$ cat src/hdl/assert_macros.svh
// ----------------------------------------------------------------------------
// Assertion macros
// Concurrent assertion wrappers clocked on clk and held off during reset.
// ----------------------------------------------------------------------------
`ifndef ASSERT_MACROS_SVH
`define ASSERT_MACROS_SVH

// Check a plain property on every clock edge outside reset.
`define ASSERT_ALWAYS(label, prop, msg) \
    label: assert property (@(posedge clk) disable iff (!rst_n) (prop)) else $error(msg);

// Check that a condition implies a consequence in the same cycle.
`define ASSERT_IMPLY(label, ante, cons, msg) \
    label: assert property (@(posedge clk) disable iff (!rst_n) (ante) |-> (cons)) \
        else $error(msg);

`endif

$ cat src/hdl/tcw_pkg.sv
// ----------------------------------------------------------------------------
// tcw_pkg
// Shared types and constants of the text console writer.
// ----------------------------------------------------------------------------
package tcw_pkg;

    localparam int COLS_DEF = 80;
    localparam int ROWS_DEF = 25;

    localparam int COL_W   = 7;
    localparam int ROW_W   = 5;
    localparam int CHAR_W  = 8;
    localparam int COLOR_W = 8;
    localparam int CELL_W  = 16;

    localparam logic [CHAR_W-1:0]  CH_SPACE    = 8'h20;
    localparam logic [CHAR_W-1:0]  CH_NL       = 8'd10;
    localparam logic [CHAR_W-1:0]  CH_CR       = 8'd13;
    localparam logic [CHAR_W-1:0]  CH_TAB      = 8'd9;
    localparam logic [COL_W:0]     TAB_STEP    = 8'd4;
    localparam logic [COLOR_W-1:0] COLOR_RESET = 8'h07;

    localparam int QUEUE_DEPTH = 2;
    localparam int QUEUE_PTR_W = $clog2(QUEUE_DEPTH);

    typedef enum logic [1:0] {
        ACT_PUT   = 2'd0,
        ACT_CLEAR = 2'd1,
        ACT_SET   = 2'd2,
        ACT_READ  = 2'd3
    } action_t;

    typedef enum logic [1:0] {
        OP_NOP   = 2'd0,
        OP_WRITE = 2'd1,
        OP_READ  = 2'd2,
        OP_CLEAR = 2'd3
    } op_t;

    typedef enum logic [1:0] {
        ST_INIT  = 2'd0,
        ST_IDLE  = 2'd1,
        ST_READ  = 2'd2,
        ST_SWEEP = 2'd3
    } back_state_t;

    // One classified request for the back end.
    typedef struct packed {
        op_t               op;
        logic              scroll;
        logic [COL_W-1:0]  col;
        logic [ROW_W-1:0]  row;
        logic [CHAR_W-1:0] char_code;
        logic [COL_W-1:0]  cur_col;
        logic [ROW_W-1:0]  cur_row;
    } cmd_t;

    // Stall conditions seen by the front end.
    typedef struct packed {
        logic q_full;
        logic init_busy;
    } front_stall_t;

endpackage

$ cat src/hdl/tcw_cmd_queue.sv
// ----------------------------------------------------------------------------
// tcw_cmd_queue
// Short command queue between the front end and the back end.
// ----------------------------------------------------------------------------
module tcw_cmd_queue (
    input  logic          clk,
    input  logic          rst_n,
    input  logic          push,
    input  tcw_pkg::cmd_t push_cmd,
    input  logic          pop,
    output tcw_pkg::cmd_t pop_cmd,
    output logic          full,
    output logic          empty
);

    tcw_pkg::cmd_t                 entry_reg [tcw_pkg::QUEUE_DEPTH];
    logic [tcw_pkg::QUEUE_PTR_W-1:0] wr_ptr_reg, wr_ptr_next;
    logic [tcw_pkg::QUEUE_PTR_W-1:0] rd_ptr_reg, rd_ptr_next;
    logic [tcw_pkg::QUEUE_PTR_W:0]   count_reg, count_next;

    localparam logic [tcw_pkg::QUEUE_PTR_W-1:0] LAST_PTR =
        tcw_pkg::QUEUE_PTR_W'(tcw_pkg::QUEUE_DEPTH - 1);

    assign full    = (count_reg == (tcw_pkg::QUEUE_PTR_W + 1)'(tcw_pkg::QUEUE_DEPTH));
    assign empty   = (count_reg == '0);
    assign pop_cmd = entry_reg[rd_ptr_reg];

    always_comb
    begin
        wr_ptr_next = wr_ptr_reg;
        rd_ptr_next = rd_ptr_reg;
        count_next  = count_reg;
        if (push)
        begin
            wr_ptr_next = (wr_ptr_reg == LAST_PTR) ? '0 : wr_ptr_reg + 1'b1;
        end
        if (pop)
        begin
            rd_ptr_next = (rd_ptr_reg == LAST_PTR) ? '0 : rd_ptr_reg + 1'b1;
        end
        case ({push, pop})
            2'b10:   count_next = count_reg + 1'b1;
            2'b01:   count_next = count_reg - 1'b1;
            default: count_next = count_reg;
        endcase
    end

    always_ff @(posedge clk or negedge rst_n)
    begin
        if (!rst_n)
        begin
            wr_ptr_reg <= '0;
            rd_ptr_reg <= '0;
            count_reg  <= '0;
        end
        else
        begin
            wr_ptr_reg <= wr_ptr_next;
            rd_ptr_reg <= rd_ptr_next;
            count_reg  <= count_next;
        end
    end

    always_ff @(posedge clk)
    begin
        if (push)
        begin
            entry_reg[wr_ptr_reg] <= push_cmd;
        end
    end

endmodule

$ cat config.mk
export PLATFORM = sky130hd
export DESIGN_NAME = tcw_cmd_queue
export DESIGN_NICKNAME = d
export VERILOG_FILES = /design/src/hdl/assert_macros.svh /design/src/hdl/tcw_pkg.sv /design/src/hdl/tcw_cmd_queue.sv
export SDC_FILE = /design/constraint.sdc
export NUM_CORES = 1
export LEC_CHECK = 0
export ABC_AREA = 0
export ABC_CLOCK_PERIOD_IN_PS = 2210
export BUFFER_PORTS_ARGS = -buffer_cell sky130_fd_sc_hd__buf_2
export CAP_MARGIN = 25
export CORE_MARGIN = 2
export CORE_UTILIZATION = 47
export CTS_CLUSTER_SIZE = 20
export DETAILED_ROUTE_END_ITERATION = 12
export PLACE_DENSITY = 0.77
export REMOVE_ABC_BUFFERS = 1
export SYNTH_ARGS = -nofsm -noshare
export SYNTH_HDL_FRONTEND = slang
export SYNTH_SLANG_ARGS = --single-unit
$ cat constraint.sdc
create_clock -name clk -period 2.21 [get_ports clk]
set_input_delay 0.3315 -clock clk [delete_from_list [all_inputs] [get_ports clk]]
set_output_delay 0.3315 -clock clk [all_outputs]
set_load 0.03 [all_outputs]
Word level (Yosys, flattened, before mapping)

Memory sizes are Yosys's and may differ from the RTL's.
Index checks and enable logic that the tools add are counted.

$mul: 0
$add $sub $neg: 4
Order comparisons: 0
Mux-type cells: 5
Bitwise gates (word level): 0
Eq/ne operators: 3
Divide/modulo/power cells: 0
Reduce and logical (&&, ||, !) cells: 2
Shift-type cells: 0

Operator list:

| operator                                                           | count |
|---|---|
| 2-bit == test, second input constant                               | 2 |
| 1-bit two-way mux                                                  | 4 |
| 2-bit case mux with 2 select lines                                 | 1 |
| 1-bit adder, second input constant                                 | 2 |
| 2-bit by 1-bit adder with 2-bit output, second input constant      | 1 |
| 2-bit by 1-bit == test with 1-bit output, second input constant    | 1 |
| 2-bit zero test                                                    | 1 |
| 2-bit nonzero test                                                 | 1 |
| 2-bit by 1-bit subtractor with 2-bit output, second input constant | 1 |

Memories: 1
Latch bits: 0
Bits of input ports: 39
Memory bits (writable): 70
Bits in registers: 4
ROM bits: 0
Logic and storage cells: 18

Memory list:

| memory    | depth | bits a word | read ports | clocked after memory_dff | write ports | RTL line            | text |
|---|---|---|---|---|---|---|---|
| entry_reg | 2     | 35          | 1          | 0                        | 1           | tcw_cmd_queue.sv:16 | `tcw_pkg::cmd_t entry_reg [tcw_pkg::QUEUE_DEPTH];` |

Logic depth before layout (Yosys ltp)

Gate-level depths: netlist (run 1).

Depth in word-level cells: 2
Gate-level depth with buffers: 5
Gate-level depth less buffers: 5

Least setup slack after synthesis (run 1)

Ideal clock, no wire load.

Path type: flip-flop to flip-flop
Start point: register wr_ptr_reg
End point: memory entry_reg[0][0] in the netlist's numbering, enable pin
Slack: -101 ps
Cell stages (with the launch flop): 2
Arrival time: 1883 ps
Clock period less this slack: 2311 ps
Buffers on the path: 0
Path through: dfrtp_1 -> nor2_1

RTL lines:

| element                | RTL line            | text |
|---|---|---|
| start, declared        | tcw_cmd_queue.sv:17 | `logic [tcw_pkg::QUEUE_PTR_W-1:0] wr_ptr_reg, wr_ptr_next;` |
| start signal, assigned | tcw_cmd_queue.sv:58 | `wr_ptr_reg <= wr_ptr_next;` |
| end, declared          | tcw_cmd_queue.sv:16 |  |

Straight into the memory's write port.

==> metrics, run 1 <==
CP Cell Sequence buf_12, mux2_2, buf_2; synth warn 0; vias in the first global route 1316; post-synthesis adder-cell area fraction 0.437%; layout cell share with drive strength beyond 1 between 50% and 60%; slew margin rel. between 60% and 70%; placed cells 274; final wirelength ~4.3 mm; Hold-fix buffers, CTS 1; final slew viol count 0; #FFs+latches synth 74; clk_skew 0.00841 ns; Post-Synth XOR/XNOR Area between 1.5 and 2%; mean area per synthesized cell 22.9 um^2; P&R area growth vs syn 22.2%; initial DRC count 104; post-synthesis mux area share 17.6%; pwr/cell area 1330 nW/um^2; port bufs 75; clk_lat worst skew ~0.33 ns; largest net degree at the start of global routing 28; HP Class in2reg; DRC 0; first-pass GRT wire length 6.22 mm; Max Fclk 0.493 GHz; switching share of power 35.0%; Routability Congestion 0.675; Final Cell Area 3500 um^2; Seq pwr share 43.0%; via count 1360; max reg flops 70; drt first pass iters 4; CTS max path bufs 2; # clock sinks 74; Placement Cell Area 3330 um^2; post-synthesis simple-gate area fraction less than 1%; TritonCTS buffer count 9; CORE AREA 5890 um^2; Int Power 3.03 mW; Net Sw Power 1.63 mW; commonest cells after routing, fill and taps aside buf_2 (75), edfxtp_1 (70), mux2_4 (29); commonest non-fill, non-tap cell in the layout buf_2; Post-Syn Area 2860 um^2; Setup Fix Bufs, Post-CTS 0; max-cap violations 0; CTS tree built; final antenna-violating net count 0; fin crit share 91.9%; Hold Vio Cnt, Final 0; Syn Inst Count 125; row cnt 28; clock slew at reported path FFs 0.07 ns; WP data arrival 1.70 ns; Initial Utilization 48.6%; post-layout min period 2.03 ns; Clk pwr share 17.9%; Distinct cells, synth 13; sequential fraction of the synthesis area 77.0%; worst path required time about 1.9 ns; combinational share of power 39.1%; post-route total power roughly 4.7 mW; nets 251; overall routing resource usage 13.4%; status finished, final reports clean; Slew @ Worst Pin roughly 0.47 ns; crit path max fanout 27; final setup vio count 0; area leader, netlist edfxtp_1; CP endpoint kind primary output; TNS Setup 0 ns; largest family of logic cells by synthesized area multiplexers; Synth Area in Compound Gates 0%; slowest CP cell dfrtp_2; die width approximately 80 um; startpoint types flip-flop; leakage power 1.41 nW; Die ar. 6730 um^2; I/O Pins 76; grt total ovfl 0; Root Driver clkbuf_8; kind of critical path reg2out; final hold slack 0.189 ns; synth top area cells edfxtp_1 (73%), mux2_4 (15%), dfrtp_1 (3.5%); DR vias/cell roughly 4.7; DR WL/cell 14.7 um; post-synth top area share 73.5%; initial antenna violation count 1; HPWL Detailed 3.00 mm; final cell count without fillers between 200 and 300; Resize count post-CTS 0; H-tree levels 3; RSZ-0062 raised after global routing no; Die Height just over 80 um; crit-path max cell delay 0.56 ns; Max VDD drop 0.000701 V
-- per-layer routing --
layer,part of all wire [%],vias to the layer above,GRT usage [%]
met2,52,47,22.6
met3,6.8,5,4.40
met5,0,-,0
met1,40,651,14.1
li1,-,657,-
met4,1.8,0,9.00
-- worst paths after layout --
path	start	to	slack [ns]	cells past startpoint
min reg2reg	count_reg[1]$_DFFE_PN0P_	count_reg[1]$_DFFE_PN0P_	0.50	1
min	push_cmd[14]	entry_reg[0][14]$_DFFE_PP_	0.19	1
min in group asynchronous	rst_n	count_reg[0]$_DFFE_PN0P_	0.33	2
max in group asynchronous	rst_n	rd_ptr_reg$_DFFE_PN0P_	1.74	2
max	rd_ptr_reg$_DFFE_PN0P_	pop_cmd[17]	0.18	3
max reg2reg	wr_ptr_reg$_DFFE_PN0P_	entry_reg[1][10]$_DFFE_PP_	0.82	2
-- cell type report --
cell class,instances,area [um^2]
Clock buffer,13,139
Multi-Input combinational cell,46,592
Fill cell,455,2390
Antenna cell,1,2.50
Inverter,1,3.75
Timing Repair Buffer,79,445
Clock inverter,3,16.3
Tap cell,75,93.8
Sequential cell,74,2200
-- synth_stat cells, drive strengths merged --
cell type   n
edfxtp     70
mux2       35
buf         4
dfrtp       4
nor2        3
xor2        3
xnor2       2
and2        1
ha          1
inv         1
nor2b       1
-- kinds of logic after synthesis --
logic type    count (synthesis)
buf+inv                       5
simple gates                  5
mux                          35
xor+xnor                      5
flops                        74
fa+ha+maj                     1
-- power by group through the flow --
stage | Sequential [mW] | Combinational (mW) | Clock, mW
floorplan | 2.10 | 1.29 | 0
detailed placement | 2.04 | 1.85 | 0
global placement | 2.02 | 1.83 | 0
CTS | 2.01 | 1.85 | 0.863
global route | 2.03 | 1.93 | 0.927
finish | 2.01 | 1.82 | 0.832
-- metrics by stage --
stage	setup WS (ns)	util, %
after detailed placement	0.498	56.5
after global placement	0.523	56.5
final	0.180	59.4
after floorplan	-0.101	-
after CTS	0.134	59.4
after global routing	0.0923	59.4
-- worst max-delay path: cells and delay by family (launching register included) --
family / cells / cell delay [ns]
flip-flops: 1 / 0.56
buffers and inverters: 2 / 0.45
multiplexers: 1 / 0.36
Note: power is estimated with default switching activity, not from simulation.
==> inputs of run 2 (changes only) <==
RECOVER_POWER = 25   (was not set)
==> run 2 against run 1 <==
  * Via count up 0.81%
  * First-iteration DRC count is 3.8% higher
  * Sequential cell count did not move
  * Clock skew about the same
  * Critical path depth unchanged
  * Global-route usage stayed put
  * Design area is 0.29% lower
  * Maximum frequency barely moved
  * Critical path type unchanged
==> metrics, run 2 (synthesis gave the netlist of run 1 again) <==
status finished, final reports clean (unchanged); final setup vio count 0 (unchanged); switching share of power 35.0% (about the same); Routability Congestion 0.675 (unchanged); fin crit share 91.9% (about the same); met1 WL 1.66 mm (was 1.70 mm); Slew @ Worst Pin 0.478 ns (was 0.467 ns); # clock sinks 74 (unchanged); clk_lat worst skew 0.33 ns (about the same); CORE AREA 5890 um^2 (unchanged); Met3 Wirelength 299 um (was 292 um); Placement Cell Area 3330 um^2 (unchanged); final slew viol count 0 (unchanged); clk_skew 0.00841 ns (about the same); layout cell share with drive strength beyond 1 55.1% (was 58.8%); crit path max fanout 27 (unchanged); Root Driver clkbuf_8 (unchanged); CTS max path bufs 2 (unchanged); HP Class in2reg (unchanged); kind of critical path reg2out (unchanged); first-pass GRT wire length 6.22 mm (unchanged); Int Power 3.03 mW (about the same); H-tree levels 3 (unchanged); Seq pwr share 43.0% (about the same); Routed met2 length 2.22 mm (was 2.23 mm); Max VDD drop 0.000701 V (about the same); largest net degree at the start of global routing 28 (unchanged); commonest non-fill, non-tap cell in the layout edfxtp_1 (was buf_2); TNS Setup 0 ns (unchanged); die width 82.0 um (unchanged); max-cap violations 0 (unchanged); slew margin rel. 68.1% (was 68.8%); crit-path max cell delay 0.56 ns (about the same); overall routing resource usage 13.4% (unchanged); row cnt 28 (unchanged); post-route total power 4.66 mW (about the same); final cell count without fillers 292 (unchanged); commonest cells after routing, fill and taps aside edfxtp_1 (70), buf_2 (67), mux2_4 (29) (was buf_2 (75), edfxtp_1 (70), mux2_4 (29)); post-layout min period 2.03 ns (about the same); via count 1371 (was 1360); Core Util, Final 59.2% (was 59.4%); Net Sw Power 1.63 mW (about the same); slowest CP cell dfrtp_2 (unchanged); combinational share of power 39.1% (about the same); Final Cell Area 3490 um^2 (was 3500 um^2); initial antenna violation count 1 (unchanged); pwr/cell area 1340 nW/um^2 (was 1330 nW/um^2); nets 251 (unchanged); startpoint types flip-flop (unchanged); Max Fclk 0.492 GHz (was 0.493 GHz); final wirelength 4.29 mm (was 4.30 mm); clock slew at reported path FFs 0.07 ns (about the same); leakage power 1.39 nW (was 1.41 nW); port bufs 75 (unchanged); vias in the first global route 1316 (unchanged); max reg flops 70 (unchanged); Max Used Layer met4 (unchanged); HPWL Detailed 3.00 mm (unchanged); worst path required time 1.88 ns (about the same); DRC 0 (unchanged); drt first pass iters 4 (unchanged); I/O Pins 76 (unchanged); Clk pwr share 17.9% (about the same); initial DRC count 108 (was 104); FILL cells 460 (was 455); WP data arrival 1.70 ns (about the same); Hold Vio Cnt, Final 0 (unchanged); P&R area growth vs syn 21.9% (was 22.2%); Die Height 82.0 um (unchanged); placed cells 274 (unchanged); Die ar. 6730 um^2 (unchanged); grt total ovfl 0 (unchanged); DR WL/cell 14.7 um (about the same); CP endpoint kind primary output (unchanged); final antenna-violating net count 0 (unchanged); DR vias/cell 4.70 (was 4.66); RSZ-0062 raised after global routing no (unchanged); CTS tree built (unchanged); TritonCTS buffer count 9 (unchanged); CP Cell Sequence buf_12, mux2_2, buf_2 (unchanged); Initial Utilization 48.6% (unchanged)
run 2: changes by cell type in the layout (fill, tap and decap cells not counted), sizes merged:
cell and change:
buf -8, clkbuf +8
run 2: per-stage QoR:
stage | setup slack, ns | hold WS (ns)
final | 0.179 | 0.187
after CTS | 0.134 | 0.171
after global placement | 0.523 | 0.150
after detailed placement | 0.498 | 0.143
after global routing | 0.0923 | 0.166
after floorplan | -0.101 | 0.0359
run 2: layout make-up:
class                      instances  area (um^2)  share of cell area, %
antenna                            1         2.50                 0.0718
clock buffer                      13          139                   3.98
clock inverter                     3         16.3                  0.467
inverter                           1         3.75                  0.108
multi-input combinational         46          592                   17.0
sequential                        74         2200                   63.2
tap                               75         93.8                   2.69
timing repair buffer              79          435                   12.5
run 2: power by group through the flow:
stage	Clock (mW)	Combinational, mW	Sequential (mW)
floorplan	0	1.29	2.10
global placement	0	1.83	2.02
detailed placement	0	1.85	2.04
CTS	0.863	1.85	2.01
global route	0.927	1.93	2.03
finish	0.833	1.82	2.01
run 2: what timing repair did:
action,CTS,global route
gates resized for setup,0,0
setup buffers,0,0
endpoints found under the hold margin,4,0
hold buffers,1,0
run 2: worst paths after layout:
path | from | endpoint | slack (ns) | cells past startpoint
hold reg to reg | count_reg[1]$_DFFE_PN0P_ | count_reg[1]$_DFFE_PN0P_ | 0.50 | 1
setup reg to reg | wr_ptr_reg$_DFFE_PN0P_ | entry_reg[0][23]$_DFFE_PP_ | 0.82 | 2
setup / recovery | rd_ptr_reg$_DFFE_PN0P_ | pop_cmd[17] | 0.18 | 3
hold / removal | push_cmd[3] | entry_reg[0][3]$_DFFE_PP_ | 0.19 | 1
min in group asynchronous | rst_n | count_reg[0]$_DFFE_PN0P_ | 0.33 | 2
max in group asynchronous | rst_n | rd_ptr_reg$_DFFE_PN0P_ | 1.74 | 2
run 2: critical path, delay by kind of cell, from the launching register on:
kind | cells | cell delay [ns]
muxes | 1 | 0.36
DFF | 1 | 0.56
buffers and inverters | 2 | 0.45
run 2: per-layer routing:
layer / GRT usage, % / up-vias
li1: - / 659
met4: 9.00 / 0
met3: 4.40 / 7
met1: 14.1 / 657
met2: 22.6 / 48
met5: 0 / -
