### src/hdl/assert_macros.svh
// ----------------------------------------------------------------------------
// Assertion macros
// Concurrent assertion wrappers clocked on clk and held off during reset.
// ----------------------------------------------------------------------------
`ifndef ASSERT_MACROS_SVH
`define ASSERT_MACROS_SVH

// Check a plain property on every clock edge outside reset.
`define ASSERT_ALWAYS(label, prop, msg) \
    label: assert property (@(posedge clk) disable iff (!rst_n) (prop)) else $error(msg);

// Check that a condition implies a consequence in the same cycle.
`define ASSERT_IMPLY(label, ante, cons, msg) \
    label: assert property (@(posedge clk) disable iff (!rst_n) (ante) |-> (cons)) \
        else $error(msg);

`endif

### src/hdl/tcw_pkg.sv
// ----------------------------------------------------------------------------
// tcw_pkg
// Shared types and constants of the text console writer.
// ----------------------------------------------------------------------------
package tcw_pkg;

    localparam int COLS_DEF = 80;
    localparam int ROWS_DEF = 25;

    localparam int COL_W   = 7;
    localparam int ROW_W   = 5;
    localparam int CHAR_W  = 8;
    localparam int COLOR_W = 8;
    localparam int CELL_W  = 16;

    localparam logic [CHAR_W-1:0]  CH_SPACE    = 8'h20;
    localparam logic [CHAR_W-1:0]  CH_NL       = 8'd10;
    localparam logic [CHAR_W-1:0]  CH_CR       = 8'd13;
    localparam logic [CHAR_W-1:0]  CH_TAB      = 8'd9;
    localparam logic [COL_W:0]     TAB_STEP    = 8'd4;
    localparam logic [COLOR_W-1:0] COLOR_RESET = 8'h07;

    localparam int QUEUE_DEPTH = 2;
    localparam int QUEUE_PTR_W = $clog2(QUEUE_DEPTH);

    typedef enum logic [1:0] {
        ACT_PUT   = 2'd0,
        ACT_CLEAR = 2'd1,
        ACT_SET   = 2'd2,
        ACT_READ  = 2'd3
    } action_t;

    typedef enum logic [1:0] {
        OP_NOP   = 2'd0,
        OP_WRITE = 2'd1,
        OP_READ  = 2'd2,
        OP_CLEAR = 2'd3
    } op_t;

    typedef enum logic [1:0] {
        ST_INIT  = 2'd0,
        ST_IDLE  = 2'd1,
        ST_READ  = 2'd2,
        ST_SWEEP = 2'd3
    } back_state_t;

    // One classified request for the back end.
    typedef struct packed {
        op_t               op;
        logic              scroll;
        logic [COL_W-1:0]  col;
        logic [ROW_W-1:0]  row;
        logic [CHAR_W-1:0] char_code;
        logic [COL_W-1:0]  cur_col;
        logic [ROW_W-1:0]  cur_row;
    } cmd_t;

    // Stall conditions seen by the front end.
    typedef struct packed {
        logic q_full;
        logic init_busy;
    } front_stall_t;

endpackage

### src/hdl/tcw_channels.sv
// ----------------------------------------------------------------------------
// tcw channels
// Valid/ready interfaces for input requests and result requests.
// ----------------------------------------------------------------------------
interface tcw_item_if;
    logic                        valid;
    logic                        ready;
    logic [1:0]                  action;
    logic [tcw_pkg::CHAR_W-1:0]  char_code;
    logic [tcw_pkg::COL_W-1:0]   pos_col;
    logic [tcw_pkg::ROW_W-1:0]   pos_row;

    modport source (output valid, output action, output char_code, output pos_col,
                    output pos_row, input ready);
    modport sink   (input valid, input action, input char_code, input pos_col,
                    input pos_row, output ready);
endinterface


### src/hdl/tcw_front.sv
// ----------------------------------------------------------------------------
// tcw_front
// Accept requests, track the cursor and classify each into a back-end command.
// ----------------------------------------------------------------------------
module tcw_front #(
    parameter int COLS = tcw_pkg::COLS_DEF,
    parameter int ROWS = tcw_pkg::ROWS_DEF
) (
    input  logic                  clk,
    input  logic                  rst_n,
    tcw_item_if.sink              item,
    input  tcw_pkg::front_stall_t stall,
    output logic                  push,
    output tcw_pkg::cmd_t         push_cmd
);

    logic [tcw_pkg::COL_W-1:0] cur_col_reg, cur_col_next;
    logic [tcw_pkg::ROW_W-1:0] cur_row_reg, cur_row_next;
    logic [tcw_pkg::COL_W:0]   col_step;
    logic [tcw_pkg::COL_W:0]   tab_sum;
    logic [tcw_pkg::ROW_W:0]   row_step;
    logic                      pos_ok;
    tcw_pkg::cmd_t             cmd;

    assign item.ready = !stall.q_full && !stall.init_busy;
    assign push       = item.valid && item.ready;
    assign push_cmd   = cmd;

    assign pos_ok  = ({1'b0, item.pos_col} < (tcw_pkg::COL_W + 1)'(COLS))
                  && ({1'b0, item.pos_row} < (tcw_pkg::ROW_W + 1)'(ROWS));
    assign tab_sum = {1'b0, cur_col_reg} + tcw_pkg::TAB_STEP;

    always_comb
    begin
        cmd           = '0;
        cmd.op        = tcw_pkg::OP_NOP;
        cmd.col       = cur_col_reg;
        cmd.row       = cur_row_reg;
        cmd.char_code = item.char_code;
        col_step      = {1'b0, cur_col_reg};
        row_step      = {1'b0, cur_row_reg};
        cur_col_next  = cur_col_reg;
        cur_row_next  = cur_row_reg;

        case (tcw_pkg::action_t'(item.action))
            tcw_pkg::ACT_PUT:
            begin
                case (item.char_code)
                    tcw_pkg::CH_NL:
                    begin
                        col_step = '0;
                        row_step = row_step + 1'b1;
                    end
                    tcw_pkg::CH_CR:
                    begin
                        col_step = '0;
                    end
                    tcw_pkg::CH_TAB:
                    begin
                        col_step = {tab_sum[tcw_pkg::COL_W:2], 2'b00};
                    end
                    default:
                    begin
                        cmd.op   = tcw_pkg::OP_WRITE;
                        col_step = col_step + 1'b1;
                    end
                endcase
                // wrap at line end, scroll past the last row
                if (col_step >= (tcw_pkg::COL_W + 1)'(COLS))
                begin
                    col_step = '0;
                    row_step = row_step + 1'b1;
                end
                if (row_step >= (tcw_pkg::ROW_W + 1)'(ROWS))
                begin
                    cmd.scroll = 1'b1;
                    row_step   = (tcw_pkg::ROW_W + 1)'(ROWS - 1);
                end
                cur_col_next = col_step[tcw_pkg::COL_W-1:0];
                cur_row_next = row_step[tcw_pkg::ROW_W-1:0];
            end
            tcw_pkg::ACT_CLEAR:
            begin
                cmd.op       = tcw_pkg::OP_CLEAR;
                cur_col_next = '0;
                cur_row_next = '0;
            end
            tcw_pkg::ACT_SET:
            begin
                if (pos_ok)
                begin
                    cur_col_next = item.pos_col;
                    cur_row_next = item.pos_row;
                end
            end
            tcw_pkg::ACT_READ:
            begin
                cmd.col = item.pos_col;
                cmd.row = item.pos_row;
                if (pos_ok)
                begin
                    cmd.op = tcw_pkg::OP_READ;
                end
            end
            default:
            begin
                cmd.op = tcw_pkg::OP_NOP;
            end
        endcase

        cmd.cur_col = cur_col_next;
        cmd.cur_row = cur_row_next;
    end

    always_ff @(posedge clk or negedge rst_n)
    begin
        if (!rst_n)
        begin
            cur_col_reg <= '0;
            cur_row_reg <= '0;
        end
        else if (push)
        begin
            cur_col_reg <= cur_col_next;
            cur_row_reg <= cur_row_next;
        end
    end

endmodule

### src/flat_wrapper.sv
// flat-port wrapper written by rule: the top's interface ports become plain ports
module tcw_front_flat 
#(
    parameter int COLS = tcw_pkg::COLS_DEF,
    parameter int ROWS = tcw_pkg::ROWS_DEF
)
  (clk, rst_n, stall, push, push_cmd, item_valid, item_action, item_char_code, item_pos_col, item_pos_row, item_ready);
  tcw_item_if item_i ();
  input  logic clk;
  input  logic rst_n;
  input  tcw_pkg::front_stall_t stall;
  output logic push;
  output tcw_pkg::cmd_t push_cmd;
  input wire logic [$bits(item_i.valid)-1:0] item_valid;
  input wire logic [$bits(item_i.action)-1:0] item_action;
  input wire logic [$bits(item_i.char_code)-1:0] item_char_code;
  input wire logic [$bits(item_i.pos_col)-1:0] item_pos_col;
  input wire logic [$bits(item_i.pos_row)-1:0] item_pos_row;
  output wire logic [$bits(item_i.ready)-1:0] item_ready;
  assign item_i.valid = item_valid;
  assign item_i.action = item_action;
  assign item_i.char_code = item_char_code;
  assign item_i.pos_col = item_pos_col;
  assign item_i.pos_row = item_pos_row;
  assign item_ready = item_i.ready;
  tcw_front #(.COLS(COLS), .ROWS(ROWS)) u_core (.clk(clk), .rst_n(rst_n), .item(item_i), .stall(stall), .push(push), .push_cmd(push_cmd));
endmodule
### config.mk
export PLATFORM = sky130hd
export DESIGN_NAME = tcw_front_flat
export DESIGN_NICKNAME = d
export VERILOG_FILES = /design/src/hdl/assert_macros.svh /design/src/hdl/tcw_pkg.sv /design/src/hdl/tcw_channels.sv /design/src/hdl/tcw_front.sv /design/src/flat_wrapper.sv
export SDC_FILE = /design/constraint.sdc
export NUM_CORES = 1
export LEC_CHECK = 0
export BUFFER_PORTS_ARGS = -buffer_cell sky130_fd_sc_hd__buf_4
export CAP_MARGIN = 20
export CORE_MARGIN = 2
export CORE_UTILIZATION = 40
export CTS_CLUSTER_SIZE = 28
export DETAILED_ROUTE_END_ITERATION = 8
export GPL_TIMING_DRIVEN = 1
export PLACE_DENSITY = 0.75
export SETUP_SLACK_MARGIN = 0.02
export SLEW_MARGIN = 20
export SYNTH_ARGS = -nofsm -noshare
export SYNTH_HDL_FRONTEND = slang
export SYNTH_SLANG_ARGS = --single-unit
### constraint.sdc
create_clock -name clk -period 5.3 [get_ports clk]
set_clock_uncertainty 0.1 [all_clocks]
set_input_delay 0.53 -clock clk [delete_from_list [all_inputs] [get_ports clk]]
set_output_delay 0.53 -clock clk [all_outputs]
set_load 0.02 [all_outputs]
# Yosys cells after proc, flatten, opt, wreduce, memory -nomap -nowiden
# Cells that the tools add are included.
dict set report totals {
  register_bits 12
  in_bits 27
  out_inout_bits 37
  elab_cells 42
}
dict set report op_classes {
  addsub 4
  n_lt_le_gt_ge 4
  eq_ne 6
  mux 18
  n_reduce_logical 8
}
# op n
set op_table {}
lappend op_table {{8-bit by 4-bit equality test with 1-bit output, second input constant} 3}
lappend op_table {{6-bit two-way mux} 4}
lappend op_table {{7-bit case mux with 3 select lines} 1}
lappend op_table {{8-bit case mux with 2 select lines} 1}
lappend op_table {{5-bit case mux with 3 select lines} 1}
lappend op_table {{7-bit two-way mux} 2}
lappend op_table {{12-bit two-way mux} 1}
lappend op_table {{5-bit two-way mux} 2}
lappend op_table {{7-bit by 1-bit adder with 8-bit output, second input constant} 1}
lappend op_table {{7-bit by 3-bit adder with 8-bit output, second input constant} 1}
lappend op_table {{8-bit by 7-bit >= comparator with 1-bit output, second input constant} 1}
lappend op_table {{8-bit two-way mux} 1}
lappend op_table {{7-bit < comparator, second input constant} 1}
lappend op_table {{5-bit by 1-bit adder with 6-bit output, second input constant} 1}
lappend op_table {{6-bit by 1-bit adder with 6-bit output, second input constant} 1}
lappend op_table {{6-bit by 5-bit >= comparator with 1-bit output, second input constant} 1}
lappend op_table {{2-bit case mux with 3 select lines} 1}
lappend op_table {{5-bit < comparator, second input constant} 1}
lappend op_table {{2-bit equality test, second input constant} 2}
lappend op_table {{1-bit logical AND} 3}
lappend op_table {{1-bit two-way mux} 3}
lappend op_table {{3-bit OR reduction} 1}
lappend op_table {{2-bit by 1-bit equality test with 1-bit output, second input constant} 1}
lappend op_table {{1-bit zero test} 2}
lappend op_table {{other kinds (3)} 3}

# Logic depth before layout (Yosys ltp)
dict set report depth {
  word_depth 10
  mapped_depth 14
  ltp_nobuf 13
}

# Worst setup path after synthesis
# No wires, ideal clock.
dict set report synth_path {
  kind {input-to-output}
  start {in item_char_code[2]}
  end {out push_cmd[0] (netlist bit)}
  arrival_ns 3.213
  required_ns 4.670
  path_slack_ns 1.457
  stages 14
  n_path_buf 1
  cell_sequence {or4_1 clkbuf_1 nor2_1 mux2i_1 inv_1 ha_1 xnor2_1 xnor2_1 nor3_1 a31oi_1 nor2_1 o22ai_1 mux2_2 o21ai_1}
}
# item line_no
set synth_rtl {}
lappend synth_rtl {{start, declared} flat_wrapper.sv:16} ;# input wire logic [$bits(item_i.char_code)-1:0] item_char_code;
lappend synth_rtl {{end, declared} flat_wrapper.sv:13} ;# output tcw_pkg::cmd_t push_cmd;

==> results.txt <==
----------------------------------------------------
[Floorplan]
  Core Area ... 0.004817 mm²
  Num ports ... 64
  Die width ... 75.34 µm
  Number of rows created at floorplan ... 25
  Die H ... about 75 µm
  Effective utilization at floorplan ... around 42%
  Overall die area ... about 0.0057 mm²

[Detailed routing]
  Vias per Instance ... 5.790
  DRC marker count from the first detailed-route iteration ... between 100 and 150
  Number of remaining DRC errors ... 0
  Per-cell routed wire length ... between 15 and 20 µm
  Post-DRT Antenna Nets ... 0
  Total number of vias ... around 2300
  Number of search-and-repair iterations in the first detailed-routing pass ... 4
  Aggregate routed wire length ... a little under 6000 µm

[Synth]
  Fraction of post-synthesis cell area in the top cell type by area ... 14.75%
  Area of the mapped netlist ... slightly above 0.002 mm²
  Ys Warns ... 0
  Number of distinct library cells after synthesis ... 60
  Cell with the most instances after synthesis ... nand2_1
  Flops & latches, synth ... 12
  Top cells by area in the synthesized netlist ... dfrtp_1 (15%), mux2_2 (11%), nand2_1 (5.5%)
  Most frequent cells after synthesis ... nand2_1 (30), nor2_1 (26), a21oi_1 (20), mux2_2 (20), o21ai_0 (17)
  Top cell type by total area after synthesis ... dfrtp_1
  Gate count after technology mapping ... around 280
  Async set or reset register ratio after synthesis ... 100.0%
  Top_reg_cell synth ... dfrtp_1
  Mean post-synth cell area ... 7.244 µm²
  Number of nets produced by synthesis ... between 300 and 400
  Seq/Total Area, Yosys ... 14.75%
  Count of flip-flops with a built-in enable after synthesis ... 0

[Pwr]
  Maximum VDD drop ... between 0.1 and 0.15 mV
  Total power draw ... ~570 µW
  Switching power total ... roughly 260 µW
  Fraction of power consumed by the clock network ... between 10% and 20%
  Power per standard cell area ... between 200 and 250 mW/mm²
  Total internal power ... ~300 µW
  Seq pwr share ... about 28%
  Combinational cell fraction of total power ... a little under three fifths
  Sw frac ... 45.66%
  Lkg Pwr ... 1.057 nW

[Timing]
  Tmin final ... about 4.2 ns
  Post-route clock period utilization ... between 70% and 80%
  Setup repair after global routing missed its margin ... no
  Final Hold Fails ... 0
  Total negative setup slack ... 0 ns
  Max frequency ... around 0.24 GHz
  Final count of negative-setup-slack endpoints ... 0
  Actual transition at the worst max-transition pin ... between 0.6 and 0.7 ns
  Count of pins over their slew limit ... 0
  Tightest slew margin relative to the limit ... roughly 54%

[Hold path]
  Hold crit path type ... input pin to asynchronous set/reset pin

[Critical path]
  Critical-path maximum fanout ... 7
  Critical path's top delay family ... simple AND/OR/NAND/NOR gates
  Flop-to-flop setup slack ... around 2.2 ns
  Worst-case reg-to-reg path depth ... 9
  Buffer and inverter count on the worst path ... 3
  Slowest cell delay on critical path ... approximately 0.63 ns
  CP Capture Point ... push_cmd[0]
  Category of the worst setup path launch point ... input pin
  Destination of the worst register-to-register timing path ... u_core.cur_row_reg[0]
  Worst EP arrival ... roughly 3.6 ns
  Critical-path cell list ... buf_4 > or4_1 > nor2_1 > mux2i_1 > inv_1 > ha_1 > xnor2_1 > xnor2_1 > nor3_1 > a31oi_1 > nor2_1 > o22ai_1 > mux2_2 > o21ai_1 > buf_4
  Critical path data required time ... about 4.7 ns
  Origin of the critical flop-to-flop path ... u_core.cur_row_reg[0]
  Critical setup path kind ... input pin to output port
  Worst setup path startpoint ... item_char_code[2]
  Crit path max-delay cell type ... or4_1
  Cell depth of the worst setup path ... 15
  Worst Setup End Kind ... output port

[Global routing]
  Overall global routing resource usage ... between 20% and 30%
  Pin count of the biggest net entering global routing ... 20
  Global route total overflow ... 0
  Via count of the first global-routing pass ... between 2000 and 2500
  Initial antenna violation count ... 0
  Global-route wire length before repair ... about 9600 µm

[Final layout]
  Number of antenna diodes ... 0
  Final net count ... 356
  Storage cell area ... 300.3 µm²
  Flip-flop count of the largest register, all copies and words added ... 7
  Fill count ... 483
  Fraction of layout cells with a size suffix above 1 ... approximately 30%
  Multi-input gate area ... between 0.0015 and 0.002 mm²
  Area added between synthesis and finish ... 23.48%

[Placement]
  Final HPWL from detailed placement ... around 4700 µm
  Port-buffer cells ... between 60 and 70
  Placer's final routability congestion estimate ... 0.9264

[CTS]
  Total clock buffers created by CTS ... 3
  Hold buffers post-CTS ... 0
  CTS tree ... built
  Sinks on the clock net ... 12
  Root buffer cell ... clkbuf_8
  Count of cells resized by post-cts repair ... 0
  Maximum buffer depth of the clock tree ... 2
  Clock network latency to the later pin of the worst-skew pair ... 0.25 ns
  Buffers inserted during post-CTS setup optimization ... 0
  Clock slew at the register clock pins of the worst setup and hold paths ... about 0.05 ns
  Maximum level of the CTS H-tree ... 1

[Flow run]
  Count of maximum capacitance violations ... 0

[Status]
  Run status ... complete, no violations

----------------------------------------------------
## layer usage
metal / vias to the layer above / wire length [µm] / GRT usage [%] / share of wire (%)
li1: 1134 / - / - / -
met1: 1019 / 2910 / 31.74 / 49
met2: 100 / 2577 / 32.08 / 43
met3: 5 / 402 / 2.381 / 6.8
met4: 0 / 62 / 8.187 / 1.0
met5: - / 0 / 0 / 0
## through the flow
stage | hold WS [ns] | std cells | setup WS (ns) | util, % | cell area, µm²
after detailed placement | 0.2809 | 387 | 1.114 | 51.32 | 2472
after floorplan | 0.1344 | 281 | 1.457 | - | 2036
after CTS | 0.01775 | 390 | 1.115 | 52.18 | 2514
after global routing | 0.02713 | 390 | 0.7428 | 52.18 | 2514
after global placement | 0.2755 | 387 | 1.243 | 51.32 | 2472
final | 0.01785 | 390 | 1.082 | 52.18 | 2514
## worst reg2reg max path, cell delays in order (launching register included)
cell and delay, ns:
dfrtp_1 0.64, ha_1 0.49, xor2_1 0.19, nand4_1 0.16, and2_1 0.27, a31o_2 0.24
a211oi_1 0.32, o22ai_1 0.17, mux2_2 0.30, a31oi_1 0.16
## how the worst min path moves through the flow
stage               startpoint                    end  slack (ns)  depth (start not counted)
finish                   rst_n  u_core.cur_col_reg[3]        0.02                          1
global route             rst_n  u_core.cur_col_reg[3]        0.03                          1
CTS                      rst_n  u_core.cur_col_reg[3]        0.02                          1
detailed placement       rst_n  u_core.cur_col_reg[2]        0.28                          1
global placement         rst_n  u_core.cur_col_reg[6]        0.28                          1
floorplan                rst_n  u_core.cur_col_reg[0]        0.13                          0
## cells in the final DEF, fill, tap and decap left out, drive strengths merged, types with 7 or more instances in the layout
cell type,count
a21oi,20
a31oi,8
buf,63
dfrtp,12
inv,9
mux2,20
nand2,30
nand3,11
nor2,26
nor3,7
o21ai,18
## cells by family (layout without fill, tap and decap cells)
family                     after synthesis  in the layout  share of synthesized area (%)
and+or+nand+nor                        111            111                          28.03
AOI/OAI and AO/OA                       84             84                          28.46
buffers and inverters                   33             75                          7.560
muxes                                   26             26                          14.01
DFF                                     12             12                          14.75
xor gates and xnor gates                11             11                          4.733
adders and majority gates                4              4                          2.459
## cell type report
class	instances	share of cell area [%]
well taps	67	3.335
clock buffers	3	1.643
repair buffers	63	18.82
multi-input cells	236	62.92
inverters	9	1.344
flip-flops and latches	12	11.95
## power groups by stage
stage               sequential (mW)  combinational [mW]  clock [mW]
floorplan                     0.126               0.240           0
global placement              0.158               0.317           0
detailed placement            0.159               0.318           0
CTS                           0.157               0.322      0.0866
global route                  0.163               0.353      0.0884
finish                        0.159               0.322      0.0850
Note: power is estimated with default switching activity, not from simulation.
